[src/rtl/obb_pkg.sv]
`timescale 1ns / 1ps
// ----------------------------------------------------------------------------
// Oriented box to aligned box package
// Default widths and the row-major layout of the 3x3 rotation matrix that the
// rotation and extent stages share.
// ----------------------------------------------------------------------------
package obb_pkg;

    localparam int COORD_WIDTH = 24;
    localparam int QUAT_WIDTH  = 16;

    localparam int MAT_DIM  = 3;
    localparam int MAT_SIZE = MAT_DIM * MAT_DIM;

    function automatic int unsigned mat_idx(input int unsigned row, input int unsigned col);
        return row * MAT_DIM + col;
    endfunction

endpackage

[src/rtl/obb_bound.sv]
`timescale 1ns / 1ps
// ----------------------------------------------------------------------------
// Minimum corner and saturation
// Output stage: subtracts half the extent from the center and saturates the
// corner and the size to their output ranges.
// ----------------------------------------------------------------------------
module obb_bound #(
    parameter  int CW  = obb_pkg::COORD_WIDTH,
    localparam int EW  = CW - 1,
    localparam int SZW = CW + 7
) (
    input  logic                i_clk,
    input  logic                i_rst_n,
    input  logic                i_valid,
    output logic                o_ready,
    input  logic [2:0][SZW-1:0] i_size,
    input  logic [2:0][CW-1:0]  i_pos,
    output logic                o_valid,
    input  logic                i_stall,
    output logic [2:0][CW-1:0]  o_min,
    output logic [2:0][EW-1:0]  o_size
);

    localparam int MW = SZW + 2;

    localparam logic signed [MW-1:0] CMAX = (MW'(1) <<< (CW - 1)) - MW'(1);
    localparam logic signed [MW-1:0] CMIN = -CMAX - MW'(1);

    logic adv6;
    logic r_valid6;

    logic [2:0][CW-1:0] r_min;
    logic [2:0][CW-1:0] n_min;
    logic [2:0][EW-1:0] r_size;
    logic [2:0][EW-1:0] n_size;

    assign adv6    = !r_valid6 || !i_stall;
    assign o_ready = adv6;

    always_comb begin
        logic [SZW:0]           up;
        logic [SZW-1:0]         half;
        logic signed [CW-1:0]   pos;
        logic signed [MW-1:0]   mn;
        for (int i = 0; i < 3; i++) begin
            up   = {1'b0, i_size[i]} + (SZW + 1)'(1);
            half = up[SZW:1];
            pos  = i_pos[i];
            mn   = MW'(pos) - $signed({2'b00, half});
            if (mn > CMAX) begin
                n_min[i] = CMAX[CW-1:0];
            end else if (mn < CMIN) begin
                n_min[i] = CMIN[CW-1:0];
            end else begin
                n_min[i] = mn[CW-1:0];
            end
            if (|i_size[i][SZW-1:EW]) begin
                n_size[i] = {EW{1'b1}};
            end else begin
                n_size[i] = i_size[i][EW-1:0];
            end
        end
    end

    always_ff @(posedge i_clk) begin
        if (!i_rst_n) begin
            r_valid6 <= 1'b0;
        end else if (adv6) begin
            r_valid6 <= i_valid;
        end
    end

    always_ff @(posedge i_clk) begin
        if (adv6) begin
            r_min  <= n_min;
            r_size <= n_size;
        end
    end

    assign o_valid = r_valid6;
    assign o_min   = r_min;
    assign o_size  = r_size;

endmodule

[config.mk]
export PLATFORM = sky130hd
export DESIGN_NAME = obb_bound
export DESIGN_NICKNAME = d
export VERILOG_FILES = /design/src/rtl/obb_pkg.sv /design/src/rtl/obb_bound.sv
export SDC_FILE = /design/constraint.sdc
export NUM_CORES = 1
export LEC_CHECK = 0
export ABC_AREA = 1
export BUFFER_PORTS_ARGS = -buffer_cell sky130_fd_sc_hd__buf_2
export CAP_MARGIN = 20
export CORE_UTILIZATION = 52
export CTS_BUF_LIST = sky130_fd_sc_hd__clkbuf_8
export DETAILED_ROUTE_END_ITERATION = 8
export HOLD_SLACK_MARGIN = 0.08
export PLACE_DENSITY = 0.8
export SYNTH_ARGS = -nofsm -noshare
export SYNTH_HDL_FRONTEND = slang
export SYNTH_SLANG_ARGS = --single-unit
[constraint.sdc]
create_clock -name i_clk -period 3.7 [get_ports i_clk]
set_input_delay 0.37 -clock i_clk [delete_from_list [all_inputs] [get_ports i_clk]]
set_output_delay 0.37 -clock i_clk [all_outputs]
set_load 0.01 [all_outputs]
==> tab_implementation.tex <==
\begin{tabular}{lr}
\hline
Metric & Value \\
\hline
\multicolumn{2}{l}{\textbf{Clocking}} \\
\quad Count of H-tree levels built during CTS & 4 \\
\quad Latest clock arrival within the worst-skew pair & slightly above 0.5 ns \\
\quad Worst-path clk slew & $\sim$0.10 ns \\
\quad Number of buffers created by CTS & 17 \\
\quad Number of buffers on the longest clock path & 2 \\
\quad Hold-fix buffers at CTS & 0 \\
\quad TritonCTS clock tree & built \\
\quad Root buffer cell & sky130\_fd\_sc\_hd\_\_clkbuf\_8 \\
\quad Clock sink count & about 140 \\
\multicolumn{2}{l}{\textbf{Timing}} \\
\quad Final hold violation count & 0 \\
\quad Post-Route Hold Slack & 0.108 ns \\
\quad Smallest setup slack after layout & -0.0869 ns \\
\quad Setup tns final & -1.39 ns \\
\quad Worst slew pin tran & around 1.1 ns \\
\quad Largest clock skew in the final design & approximately 0.015 ns \\
\quad Max\_slew headroom & 0.261 \\
\quad Count of pins over their slew limit & 0 \\
\quad Minimum clock period & between 3 and 4 ns \\
\quad Final setup violating endpoints & 23 \\
\quad Unrepaired setup endpoints after global routing & yes \\
\quad Highest clock frequency the design can meet & roughly 260 MHz \\
\quad Final period utilization & 1.02 \\
\multicolumn{2}{l}{\textbf{Synthesis}} \\
\quad Number of standard cells after synthesis & 2245 \\
\quad Fraction of registers with async set or reset after synthesis & 0 \\
\quad Post-synthesis area per instance & $\sim$6.6 um2 \\
\quad Synthesized flop and latch total & 142 \\
\quad Post-Syn Nets & between 2000 and 3000 \\
\quad Cell area after technology mapping & 0.0148 mm2 \\
\quad Share of synthesized area occupied by flip-flops and latches & 0.288 \\
\quad Number of enable flip-flop cells after synthesis & 141 \\
\quad Synth cell types & 47 \\
\quad Top flip-flop cell by instance count after synthesis & sky130\_fd\_sc\_hd\_\_edfxtp\_1 \\
\quad Synth warnings & 0 \\
\multicolumn{2}{l}{\textbf{Routing}} \\
\quad Number of routed nets with antenna violations & 0 \\
\quad Detailed-route vias per instance & 5.35 \\
\quad Number of DRC markers after the initial detailed-route iteration & around 1700 \\
\quad First-pass DRT Iterations & 7 \\
\quad Vias & $\sim$18000 \\
\quad Number of design rule violations left after detail routing & 0 \\
\quad Wire length after detailed routing & 56.7 mm \\
\quad Mean routed wirelength per cell & 17.3 um \\
\multicolumn{2}{l}{\textbf{Layout}} \\
\quad Layout cell share with drive strength beyond 1 & 0.353 \\
\quad Filler-free cell count of the finished design & 3270 \\
\quad Most frequent standard cell in the layout excluding fill and tap cells & sky130\_fd\_sc\_hd\_\_nand2\_1 \\
\quad Synth-to-Final Area Change & 42.6\% \\
\quad Number of nets at the end of the flow & 3147 \\
\quad Filler cells & about 2100 \\
\quad Most used cells in the layout excluding fill and tap cells & 779 x sky130\_fd\_sc\_hd\_\_nand2\_1, 397 x sky130\_fd\_sc\_hd\_\_inv\_1, 300 x sky130\_fd\_sc\_hd\_\_buf\_2, 293 x sky130\_fd\_sc\_hd\_\_buf\_4, 141 x sky130\_fd\_sc\_hd\_\_edfxtp\_1 \\
\multicolumn{2}{l}{\textbf{Die}} \\
\quad Overall die area & around 0.029 mm2 \\
\quad I/O Pins & 312 \\
\quad Initial core utilization & 0.530 \\
\quad Core area & $\sim$0.028 mm2 \\
\quad Die Height & 171 um \\
\quad Row Count & 61 \\
\quad Die outline width & approximately 170 um \\
\multicolumn{2}{l}{\textbf{Setup path}} \\
\quad Category of the worst setup path capture point & flip-flop \\
\quad Critical path type & in -> reg \\
\quad WP data arrival & 4.17 ns \\
\quad Launch point of the worst reg-to-reg path & o\_valid\$\_SDFFE\_PN0P\_ \\
\quad Worst Path Required & about 4 ns \\
\quad Critical path startpoint category & primary input \\
\quad Startpoint of the worst setup timing path & i\_size[62] \\
\quad Max Fanout on Critical Path & 6 \\
\multicolumn{2}{l}{\textbf{Global routing}} \\
\quad Wire length of the first global-routing pass & 78.7 mm \\
\quad Global-route congestion overflow total & 0 \\
\quad Pin count of the biggest net entering global routing & 114 \\
\quad Antenna violations before repair & 4 \\
\quad Number of global-route vias before repair & around 16000 \\
\quad Gr usage total & 0.349 \\
\multicolumn{2}{l}{\textbf{Placement}} \\
\quad Buffers on Ports & 311 \\
\quad Final GP Congestion & a little over 1 \\
\quad DP Wirelength & approximately 43 mm \\
\quad Post-placement cell count & about 3200 \\
\quad Worst slack at placement & -0.487 ns \\
\multicolumn{2}{l}{\textbf{Power}} \\
\quad Power after layout & between 0.005 and 0.006 W \\
\quad Net switching fraction of the power & 0.407 \\
\quad Internal Pwr Total & about 0.0034 W \\
\quad PwrDens & $\sim$270 mW/mm2 \\
\quad Net Switching & roughly 0.0024 W \\
\quad Proportion of power drawn by flip-flops and latches & 0.335 \\
\quad LEAKAGE & about 11 nW \\
\quad Clock share of power & 0.218 \\
\quad Largest vdd supply drop & 0.203 mV \\
\quad Gate power share & 0.447 \\
\multicolumn{2}{l}{\textbf{Status}} \\
\quad Violations in the final reports & setup timing \\
\quad Status & finished, violations left \\
\multicolumn{2}{l}{\textbf{Job}} \\
\quad Max-cap violations & 0 \\
\multicolumn{2}{l}{\textbf{Hold path}} \\
\quad Hold WC Path Type & in -> reg \\
\quad Critical hold path startpoint & i\_rst\_n \\
\hline
\end{tabular}
-- path summary, 6_finish.rpt --
path              cells past startpoint                 endpoint  slack (ns)
setup / recovery                     28  o_min[57]$_SDFFCE_PN1P_       -0.09
hold / removal                        2     o_valid$_SDFFE_PN0P_        0.11
setup reg to reg                      2  o_min[49]$_SDFFCE_PN1P_        1.93
hold reg to reg                       2     o_valid$_SDFFE_PN0P_        1.26
-- synthesized netlist by cell type, drive strengths merged (3+ instances only) --
master  instances  area (um2)
a21oi          67         358
a31oi          16         100
and2            5        31.3
buf            12         143
clkbuf          6        22.5
edfxtp        141        4230
fa              3        60.1
ha             99        1240
inv           420        1580
nand2         912        3510
nand3         101         516
nand3b          4        30.0
nand4          38         244
nor2          169         734
nor3           55         332
nor3b           3        27.5
nor4           15         121
o21ai          21         124
o21bai         12        93.8
xnor2          25         219
xor2          113         990
-- layout make-up --
class	count	area, um2	share of cell area
timing repair buffer	625	4240	0.201
sequential	142	4250	0.202
clock buffer	17	234	0.0111
tap	378	473	0.0224
antenna	3	7.51	0.000356
multi-input combinational	1670	10200	0.482
inverter	420	1580	0.0751
clock inverter	15	129	0.00612
-- power by group through the flow --
stage                     clock network (W)  logic [W]  registers, W
after floorplan                           0    0.00121       0.00204
after global placement                    0    0.00213       0.00197
after detailed placement                  0    0.00217       0.00197
after CTS                           0.00126    0.00218       0.00193
after global routing                0.00131    0.00280       0.00194
final                               0.00126    0.00259       0.00193
-- metal layers --
metal | global-route usage | routed length (um) | vias to the layer above
met3 | 0.0463 | 4710 | 229
met4 | 0.164 | 2920 | 2
met1 | 0.429 | 21700 | 7967
met5 | 0 | 13 | -
li1 | - | - | 8310
met2 | 0.603 | 27300 | 999
-- what timing repair did --
item                       CTS  global route
setup buffers                0            42
gates resized for setup      0           367
setup endpoints to repair    0            70
-- cells by family after synthesis --
kind of cell               after synthesis  synth area share
adders and majority gates              102            0.0879
DFF                                    142             0.288
AOI/OAI and AO/OA                      120            0.0478
and+or+nand+nor                       1305             0.377
xor gates and xnor gates               138            0.0818
buffers and inverters                  438             0.118
-- flip-flops by register name, summed over array words and instances (netlist names) --
signal and count:
o_size 69, o_min 72, o_valid 1
-- per-stage QoR --
stage	util	area (um2)
2_1_floorplan	-	14800
3_3_place_gp	0.670	18700
3_5_place_dp	0.670	18700
4_1_cts	0.683	19000
5_1_grt	0.756	21100
6_report	0.756	21100
-- worst max-delay path, stage by stage --
cell and delay (ns):
sky130_fd_sc_hd__buf_4 0.12, sky130_fd_sc_hd__inv_1 0.10, sky130_fd_sc_hd__nor3_4 0.19, sky130_fd_sc_hd__nand2_2 0.12
sky130_fd_sc_hd__nor3_4 0.27, sky130_fd_sc_hd__nand3_2 0.17, sky130_fd_sc_hd__nor2_4 0.18, sky130_fd_sc_hd__nand4_1 0.17
sky130_fd_sc_hd__nor2_2 0.18, sky130_fd_sc_hd__nand2_1 0.09, sky130_fd_sc_hd__xor2_1 0.18, sky130_fd_sc_hd__ha_1 0.36
sky130_fd_sc_hd__buf_4 0.17, sky130_fd_sc_hd__nand2_4 0.08, sky130_fd_sc_hd__nor2_2 0.05, sky130_fd_sc_hd__buf_4 0.12
sky130_fd_sc_hd__o21bai_1 0.11, sky130_fd_sc_hd__nand2_1 0.09, sky130_fd_sc_hd__a21oi_2 0.13, sky130_fd_sc_hd__nand2_1 0.09
sky130_fd_sc_hd__nand2_1 0.06, sky130_fd_sc_hd__nand2_1 0.06, sky130_fd_sc_hd__nor2_2 0.10, sky130_fd_sc_hd__nand3_2 0.10
sky130_fd_sc_hd__nand2_4 0.16, sky130_fd_sc_hd__clkbuf_16 0.19, sky130_fd_sc_hd__nand2_2 0.05, sky130_fd_sc_hd__nand2_1 0.08
Power figures use the tool's default switching activity.
